File: config.mk
export PLATFORM = sky130hd
export DESIGN_NAME = vtdi_queue
export DESIGN_NICKNAME = d
export VERILOG_FILES = /design/src/design/vtdi_pkg.sv /design/src/design/vtdi_queue.sv
export SDC_FILE = /design/constraint.sdc
export NUM_CORES = 1
export LEC_CHECK = 0
export ABC_AREA = 1
export CORE_MARGIN = 5
export CORE_UTILIZATION = 60
export CTS_BUF_LIST = sky130_fd_sc_hd__clkbuf_4 sky130_fd_sc_hd__clkbuf_8
export CTS_CLUSTER_DIAMETER = 80
export CTS_CLUSTER_SIZE = 10
export DETAILED_ROUTE_END_ITERATION = 16
export DONT_BUFFER_PORTS = 1
export GPL_TIMING_DRIVEN = 0
export PLACE_DENSITY = 0.76
export SYNTH_ARGS = -nofsm -noshare
export SYNTH_HDL_FRONTEND = slang
export SYNTH_SLANG_ARGS = --single-unit
File: constraint.sdc
create_clock -name i_clk -period 8.1 [get_ports i_clk]
set_clock_uncertainty 0.05 [all_clocks]
set_input_delay 0.405 -clock i_clk [delete_from_list [all_inputs] [get_ports i_clk]]
set_output_delay 0.405 -clock i_clk [all_outputs]
set_load 0.005 [all_outputs]
File: src/design/vtdi_pkg.sv
package vtdi_pkg;

    // Width of each incoming source index field.
    localparam int IN_BITS = 16;

    // Number of source index fields in one tuple.
    localparam int FIELD_COUNT = 5;

    // Width of the reported vertex index.
    localparam int OUT_BITS = 10;

    // Occupancy flags that the tuple queue reports to both of its sides.
    typedef struct packed {
        logic full;
        logic empty;
    } t_q_status;

    // States of the search engine.
    typedef enum logic [1:0] {
        S_IDLE,
        S_SEARCH
    } t_back_state;

endpackage

File: src/design/vtdi_queue.sv
module vtdi_queue
    import vtdi_pkg::*;
#(
    parameter int DATA_BITS = 81
) (
    input  logic                 i_clk,
    input  logic                 i_rst_n,
    input  logic                 i_push,
    input  logic [DATA_BITS-1:0] i_push_data,
    input  logic                 i_pop,
    output logic [DATA_BITS-1:0] o_head_data,
    output t_q_status            o_status
);

    logic [DATA_BITS-1:0] r_slot [2];
    logic                 r_wr_ptr;
    logic                 r_rd_ptr;
    logic [1:0]           r_fill;
    logic                 n_wr_ptr;
    logic                 n_rd_ptr;
    logic [1:0]           n_fill;
    logic                 do_push;
    logic                 do_pop;

    // Guard both sides so that a stray request cannot corrupt the pointers.
    assign do_push = i_push && (r_fill != 2'd2);
    assign do_pop  = i_pop && (r_fill != 2'd0);

    // Pointer and fill count updates.
    always_comb begin
        n_wr_ptr = r_wr_ptr;
        n_rd_ptr = r_rd_ptr;
        n_fill   = r_fill;
        if (do_push) begin
            n_wr_ptr = !r_wr_ptr;
        end
        if (do_pop) begin
            n_rd_ptr = !r_rd_ptr;
        end
        if (do_push && !do_pop) begin
            n_fill = r_fill + 2'd1;
        end else if (do_pop && !do_push) begin
            n_fill = r_fill - 2'd1;
        end
    end

    always_ff @(posedge i_clk) begin
        if (!i_rst_n) begin
            r_wr_ptr <= 1'b0;
            r_rd_ptr <= 1'b0;
            r_fill   <= 2'd0;
        end else begin
            r_wr_ptr <= n_wr_ptr;
            r_rd_ptr <= n_rd_ptr;
            r_fill   <= n_fill;
        end
    end

    // Storage for the two queued beats.
    always_ff @(posedge i_clk) begin
        if (do_push) begin
            r_slot[r_wr_ptr] <= i_push_data;
        end
    end

    assign o_head_data     = r_slot[r_rd_ptr];
    assign o_status.full   = (r_fill == 2'd2);
    assign o_status.empty  = (r_fill == 2'd0);

    // The fill count never goes past the number of slots.
    a_fill_bounded: assert property (@(posedge i_clk) disable iff (!i_rst_n)
        r_fill <= 2'd2)
        else $error("queue fill count out of range");

endmodule

==> impl_metrics.tcl, run 1 <==
set metrics [dict create \
    num_antenna_cells 0 \
    top_layer "met4" \
    drtIter0Drc 123 \
    avgRoutedWirePerCell_um 20.62 \
    synth_top_area_share 0.7491 \
    critPathBufInv 2 \
    clock_latency_ns 0.43 \
    synth-main-ff-cell "edfxtp_1" \
    grt_overflow 0 \
    maxCapViolCount 0 \
    cts_buffer_depth 2 \
    post_cts_resized 0 \
    setup_slack_ns 6.133 \
    powerDensity_nw_per_um2 285.0 \
    synthTopCellsByArea "edfxtp_1 75%, mux2_4 18%, buf_12 2.5%, dfxtp_1 1.5%, nor2_1 0.64%" \
    die_area_um2 13000 \
    die_h_um 114.0 \
    cts.sinks 167 \
    grt_usage 0.1803 \
    first_pass_iters 4 \
    rr_startpoint "r_fill[0]" \
    rsz0062_at_grt "false" \
    hold_end "r_fill[1]" \
    crit_required_ns 7.65 \
    grt_max_degree 33 \
    start_kind "flop" \
    rows 38 \
    regArea_um2 4965 \
    ys_seq_elements 167 \
    synth_common_cells "162 x edfxtp_1, 80 x mux2_4, 11 x nor2_1" \
    period_share 0.2428 \
    critPathCaptureType "primary output" \
    synth_nets 376 \
    syn_avg_cell_area_um2 22.39 \
    cts-buffers-inserted 17 \
    synth_most_common_cell "edfxtp_1" \
    ctsHoldBuffers 81 \
    vias 2915 \
    netlist-cell-type-count 15 \
    fin_total_pwr_mw 2.285 \
    drive_gt1_frac 0.3170 \
    nets 480 \
    worstRegToRegCells 3 \
    cts-root-buf "clkbuf_8" \
    syn-cell-area_um2 6494 \
    die_w_um 114.0 \
    peakVddDrop_mv 0.2004 \
    cts_tree "yes" \
    holdCritPathClass "input pin to flop" \
    ant_nets 0 \
    gp_congestion 0.6821 \
    wirelength_met1_um 3907 \
    regToRegSetupSlack_ns 6.24 \
    grt_pass1_wl_um 17240 \
    dp_slack_ns 6.252 \
    synth_seq_area_share 0.7645 \
    clkTransAtPathRegs_ns 0.08 \
    dp_hpwl_um 6939 \
    reg2reg_to "r_slot[0][77]" \
    slowest_delay_ns 0.34 \
    area_growth_syn_to_layout_pct 23.45 \
    antenna_found_initial 0 \
    slew_violations 0 \
    grt_pass1_vias 3181 \
    start_util 0.6043 \
    cts.htree.levels 4 \
    wl_met2_um 6245 \
    multi_input_area_um2 1339 \
    synthArstFlopShare 0 \
    yosys_warnings 0 \
    wl_met3_um 963 \
    critPathKind "flop to primary output" \
    crit_fanout 10 \
    relSlewSlack 0.4827 \
    syn_inst 290 \
    viasPerCell 5.329 \
    synth-edff-count 162 \
    hp-start "i_rst_n" \
    fmax_ghz 0.5084 \
    final.fill_count 648 \
    drt-total-wl_um 11280 \
    cp_top_family "buffers and inverters" \
    finalSetupTns_ns 0 \
    synth_top_cell_by_area "edfxtp_1" \
    coreArea_um2 10750 \
    tightest_slew_ns 0.7741 \
    post-route-drc-count 0 \
    fin_crit_ns 1.967 \
    io_pins 168 \
    hold_viol_final 0 \
    io_buffers 0 \
    setup-violations-final 0 \
    status "complete, no violations" \
    cts_setup_buffers 0 \
    cellLeakagePower_nw 2.891 \
    cp_data_arrival_time_ns 1.51 \
    holdPathStages 2 \
    crit_chain "buf_6 -> buf_12 -> mux2_4" \
    cpMaxStageDelayCell "dfxtp_1" \
]
state kept, by name (all words and copies together) (netlist names), named ones only:
register,count
r_rd_ptr,1
r_wr_ptr,1
r_slot,162
r_fill,2
worst max-delay path by stage:
| stage | start | to | slack, ns | depth (start not counted) |
|---|---|---|---|---|
| floorplan | r_fill[0] | r_slot[0][0] | 3.67 | 2 |
| CTS | flop | o_head_data[59] | 6.08 | 3 |
| global placement | r_fill[0] | r_slot[1][2] | 2.00 | 2 |
| finish | flop | o_head_data[56] | 6.13 | 3 |
| global route | flop | o_head_data[59] | 6.05 | 3 |
| detailed placement | r_fill[0] | r_slot[0][3] | 6.25 | 3 |
where the power goes:
part           total (mW)  switching [mW]  internal (mW)
sequential           1.12          0.0346           1.09
clock               0.621           0.279          0.343
combinational       0.538           0.252          0.286
kinds of logic (layout without fill, tap and decap cells):
family / after synthesis / in the layout / synth area share
buffers and inverters: 18 / 135 / 0.03160
adders and majority gates: 1 / 1 / 0.001926
AOI/OAI and AO/OA: 4 / 4 / 0.003660
muxes: 81 / 81 / 0.1867
DFF: 167 / 167 / 0.7645
and+or+nand+nor: 19 / 19 / 0.01156
through the flow:
step	hold slack, ns	util	cells	cell area, um2
finish	0.03952	0.7460	547	8016
detailed placement	0.4540	0.6295	434	6764
global route	0.005090	0.7460	547	8016
floorplan	0.4169	-	290	6494
CTS	0.009771	0.7460	547	8016
global placement	0.4333	0.6206	430	6669
cells in the final DEF, fill, tap and decap left out:
cell type	count
mux2_4	80
ha_1	1
clkinv_2	1
clkbuf_4	1
buf_6	1
bufinv_16	3
mux2_2	1
nor2_4	2
buf_12	12
nand3_1	1
nor2_1	9
clkbuf_8	21
a21oi_1	1
nand4_1	1
inv_1	9
o21ai_2	1
edfxtp_1	162
nand2_1	6
o21ai_0	2
dfxtp_1	5
dlygate4sd3_1	81
clkinv_4	4
clkinvlp_4	2
layout make-up:
type	instances	area share
plain buffers	9	0.02138
repair buffers	85	0.1111
clock inverters	10	0.01811
inverters	9	0.004214
multi-input cells	105	0.1670
well taps	140	0.02185
clock buffers	22	0.03699
flip-flops and latches	167	0.6193
metal layers:
| layer | vias to the layer above | GRT usage |
|---|---|---|
| li1 | 1336 | - |
| met1 | 1448 | 0.1867 |
| met2 | 113 | 0.3259 |
| met3 | 18 | 0.07374 |
| met4 | 0 | 0.06651 |
| met5 | - | 0 |
(Power assumes the default switching activity.)
==> inputs of run 2 (changes only) <==
CORE_UTILIZATION = 59   (was 60)
PLACE_DENSITY = 0.78   (was 0.76)
clock period = 1.6 ns   (was 8.1 ns; I/O delays follow)
==> run 2 against run 1 <==
  * The run now ends with negative setup slack left
  * Flip-flop and latch count unchanged
  * Register-to-register slack worse by 6.3 ns
  * Sequential power rose to 5.1 times the previous value
  * Non-clock buffer count up 21
  * Clock-buffer cell count decreased by 3
  * Largest cell class unchanged
==> impl_metrics.tcl, run 2 (synthesis gave the netlist of run 1 again) <==
set metrics [dict create \
    rows 38 \
    hold_viol_final 0 \
    finalSetupTns_ns -1.416 \
    busiest_layer "met2" \
    slew_violations 0 \
    cts_buffer_depth 2 \
    cts.sinks 167 \
    io_pins 168 \
    status "complete, but fails checks" \
    holdCritPathClass "input pin to flop" \
    critPathKind "flop to flop" \
    peakVddDrop_mv 0.9852 \
    cts-buffers-inserted 17 \
    layout_common_cells "162 x edfxtp_1, 84 x dlygate4sd3_1, 80 x mux2_4" \
    cts_tree "yes" \
    final_common_cell "edfxtp_1" \
    dp_hpwl_um 7316 \
    final.fill_count 538 \
    post-route-drc-count 0 \
    avgRoutedWirePerCell_um 21.68 \
    dp_slack_ns -0.2217 \
    hold_ws_ns 0.2622 \
    setup-violations-final 23 \
    crit_required_ns 1.60 \
    io_buffers 0 \
    final_cells 570 \
    use_met2 0.3237 \
    vias 3008 \
    largest_reg_flops 162 \
    drt-total-wl_um 12360 \
    num_antenna_cells 0 \
    area_growth_syn_to_layout_pct 29.46 \
    drive_gt1_frac 0.3558 \
    fin_total_pwr_mw 12.15 \
    grt_use_met1 0.1945 \
    critPathCaptureType "flop" \
    first_pass_iters 6 \
    period_share 1.049 \
    start_util 0.6017 \
    grt_pass1_vias 3221 \
    gp_congestion 0.6981 \
    grt_pass1_wl_um 17300 \
    coreArea_um2 10790 \
    start_kind "flop" \
    relSlewSlack 0.4921 \
    tightest_slew_ns 0.7610 \
    cellLeakagePower_nw 3.065 \
    grt_max_degree 34 \
    die_h_um 114.9 \
    die_area_um2 13200 \
    viasPerCell 5.277 \
    clock_latency_ns 0.41 \
    drtIter0Drc 139 \
    failed_checks "negative setup slack" \
    nets 503 \
    crit_fanout 12 \
    rsz0062_at_grt "true" \
    placedCellCount 434 \
    top_register "r_slot" \
    antenna_found_initial 0 \
    fmax_ghz 0.5958 \
    grt_overflow 0 \
    cts.htree.levels 4 \
    grt_usage 0.1778 \
    setup_slack_ns -0.07842 \
    grtUsageMet3 0.06421 \
    cts-root-buf "clkbuf_8" \
    die_w_um 114.9 \
    fin_crit_ns 1.678 \
    maxCapViolCount 0 \
    clkTransAtPathRegs_ns 0.08 \
    ant_nets 0 \
    powerDensity_nw_per_um2 1446 \
    cp_data_arrival_time_ns 1.68 \
    reg_top3 "r_slot x162, r_fill x2" \
]
run 2: changes by cell type in the layout (fill, tap and decap cells not counted), sizes merged:
| cell | before | now |
|---|---|---|
| dlygate4sd3 | 81 | 84 |
| clkinvlp | 2 | 1 |
| inv | 9 | 10 |
| clkinv | 5 | 7 |
| buf | 13 | 21 |
| nor2 | 11 | 13 |
| bufinv | 3 | 4 |
| clkbuf | 22 | 29 |
run 2: repair_timing:
action | in CTS | in global routing
setup buffers | 0 | 8
setup endpoints to repair | 199 | 180
pin swaps | 2 | 2
gates resized for setup | 3 | 3
hold buffers | 84 | 0
hold endpoints to repair | 167 | 0
cloned | 2 | 10
run 2: path summary, 6_finish.rpt:
path                         from            end  slack [ns]  depth (start not counted)
setup / recovery        r_fill[1]   r_slot[0][9]       -0.08                          4
setup reg to reg        r_fill[1]   r_slot[0][9]       -0.08                          4
hold / removal    i_push_data[49]  r_slot[0][49]        0.26                          1
hold reg to reg          r_rd_ptr       r_rd_ptr        0.48                          2
run 2: area by class of cell:
type	instances	area (um2)	area share
flip-flops and latches	167	4972	0.5915
multi-input cells	107	1374	0.1634
repair buffers	106	1244	0.1479
clock buffers	19	249.0	0.02962
plain buffers	9	180.2	0.02143
clock inverters	13	178.9	0.02128
well taps	140	175.2	0.02084
inverters	9	33.78	0.004018
run 2: worst max-delay path, stage by stage (launching register included):
cell	delay, ns
dfxtp_2	0.34
inv_2	0.09
o21ai_4	0.11
buf_12	0.15
nor2_2	0.57
run 2: power by group:
part           leakage, nW  switching (mW)  total (mW)  internal [mW]
registers             1.55           0.197        5.72           5.53
clock network        0.214            1.41        3.14           1.73
logic                 1.30            1.43        3.29           1.86
run 2: per-stage QoR:
step                  util  cell area, um2
floorplan                -            6520
global placement    0.6203            6695
detailed placement  0.6278            6775
CTS                 0.7474            8066
global route        0.7789            8407
finish              0.7789            8407
run 2: routing by layer:
metal	vias to the layer above	part of all wire	wire length (um)
li1	1381	-	-
met1	1510	0.36	4470
met2	105	0.55	6786
met3	12	0.074	919
met4	0	0.015	184
met5	-	0	0
==> inputs of run 3 (changes only) <==
CORE_ASPECT_RATIO = 0.7   (was not set)
MAX_ROUTING_LAYER = met4   (was not set)
==> run 3 against run 2 <==
  * The flow still finishes with violations (negative setup slack)
  * First-iteration DRC count is 9.4% higher
  * Maximum frequency is 0.22% higher
  * Sequential power is 0.7% higher
==> impl_metrics.tcl, run 3 (synthesis gave the netlist of run 1 again) <==
set metrics [dict create \
    critPathBufInv 3 \
    regToRegSetupSlack_ns 0.01 \
    die_area_um2 13240 \
    maxCapViolCount 0 \
    final_common_cell "edfxtp_1" \
    clkTransAtPathRegs_ns 0.09 \
    reg_top3 "r_slot x162, r_fill x2" \
    finalSetupTns_ns -3.596 \
    powerDensity_nw_per_um2 1453 \
    crit_chain "buf_12 -> buf_12 -> buf_12 -> mux2_4" \
    setup-violations-final 65 \
    crit_top_cell "buf_12" \
    critPathCaptureType "primary output" \
    relSlewSlack 0.7213 \
    largest_reg_flops 162 \
    fmax_ghz 0.5971 \
    nets 506 \
    grt_overflow 0 \
    peakVddDrop_mv 1.042 \
    grt_pass1_wl_um 19700 \
    crit_fanout 10 \
    drtIter0Drc 152 \
    status "complete, but fails checks" \
    start_kind "flop" \
    reg2reg_to "r_wr_ptr" \
    io_pins 168 \
    fin_crit_ns 1.675 \
    viasPerCell 5.360 \
    fin_area_um2 8446 \
    drt-total-wl_um 13510 \
    drive_gt1_frac 0.3666 \
    final_cells 584 \
    cellLeakagePower_nw 3.063 \
    hold_end "r_slot[0][67]" \
    finish.utilization 0.7755 \
    slew_violations 0 \
    avgRoutedWirePerCell_um 23.13 \
    cts.htree.levels 4 \
    cp_top_family "flip-flops" \
    grt_pass1_vias 3444 \
    holdCritPathClass "input pin to flop" \
    tightest_slew_ns 0.4171 \
    gp_congestion 0.6874 \
    rr_startpoint "r_wr_ptr" \
    grt_usage 0.2076 \
    post-route-drc-count 0 \
    grt_max_degree 35 \
    hp-start "i_push_data[67]" \
    cts-buffers-inserted 17 \
    cts_tree "yes" \
    hold_viol_final 0 \
    cts.sinks 167 \
    ant_nets 0 \
    area_growth_syn_to_layout_pct 30.06 \
    period_share 1.047 \
    cp_data_arrival_time_ns 1.54 \
    num_antenna_cells 0 \
    placedCellCount 447 \
    die_w_um 135.4 \
    slowest_delay_ns 0.40 \
    io_buffers 0 \
    holdPathStages 1 \
    start_util 0.5963 \
    antenna_found_initial 0 \
    clock_latency_ns 0.43 \
    setup_slack_ns -0.07477 \
    die_h_um 97.78 \
    first_pass_iters 4 \
    rsz0062_at_grt "true" \
    placed_area_um2 6792 \
    cts_buffer_depth 2 \
    failed_checks "negative setup slack" \
    coreArea_um2 10890 \
    vias 3130 \
    top_register "r_slot" \
    crit_required_ns 1.47 \
    dp_hpwl_um 7517 \
    rows 32 \
    cts-root-buf "clkbuf_8" \
    layout_common_cells "162 x edfxtp_1, 85 x dlygate4sd3_1, 80 x mux2_4" \
    critPathKind "flop to primary output" \
    worstRegToRegCells 4 \
    cpMaxStageDelayCell "dfxtp_4" \
    dp_slack_ns -0.2073 \
]
## run 3: report_power, final
| part | internal, mW | switching, mW | leakage [nW] | total (mW) |
|---|---|---|---|---|
| sequential | 5.54 | 0.227 | 1.55 | 5.76 |
| clock | 1.52 | 1.50 | 0.198 | 3.02 |
| combinational | 1.97 | 1.52 | 1.31 | 3.49 |
| total | 9.03 | 3.24 | 3.06 | 12.3 |
## run 3: worst max-delay path by stage
stage | startpoint | end | slack (ns) | cells after the start
after CTS | r_fill[1] | r_slot[0][18] | -0.19 | 4
after floorplan | r_fill[1] | r_slot[0][0] | -0.55 | 3
final | flop | o_head_data[67] | -0.07 | 4
after detailed placement | r_fill[0] | r_slot[0][57] | -0.21 | 3
after global routing | flop | o_head_data[69] | -0.16 | 4
after global placement | r_fill[1] | r_slot[1][52] | -1.15 | 3
## run 3: through the flow
stage	power, mW	hold WS (ns)
after floorplan	7.839	0.1289
after global placement	8.265	0.1290
after detailed placement	8.407	0.1290
after CTS	12.17	-0.001639
after global routing	12.80	0.2102
final	12.27	0.2436
## run 3: timing repair
item / 4_1_cts / 5_1_grt
hold buffers: 85 / 1
gates resized for setup: 24 / 9
pin swaps: 1 / 3
setup buffers: 8 / 9
setup endpoints to repair: 200 / 219
gates cloned: 8 / 2
endpoints found under the hold margin: 167 / 2
## run 3: routing by layer
metal	global-route usage	vias up	part of all wire
met3	0.07106	15	0.082
met5	-	-	0
met2	0.3368	149	0.52
met1	0.2483	1576	0.39
met4	0.06274	0	0.010
li1	-	1390	-
## run 3: area by class of cell
class,count,area (um2)
sequential,167,4977
fill,582,2445
multi-input combinational,107,1386
timing repair buffer,113,1366
clock buffer,17,234.0
tap,153,191.4
clock inverter,13,156.4
buffer,5,100.1
inverter,9,33.78
## run 3: worst reg2reg max path, stage by stage, from the launching register on
cell and delay, ns:
dfxtp_2 0.43, inv_1 0.17, o21ai_0 0.22, dlygate4sd3_1 0.58, nor2_1 0.04
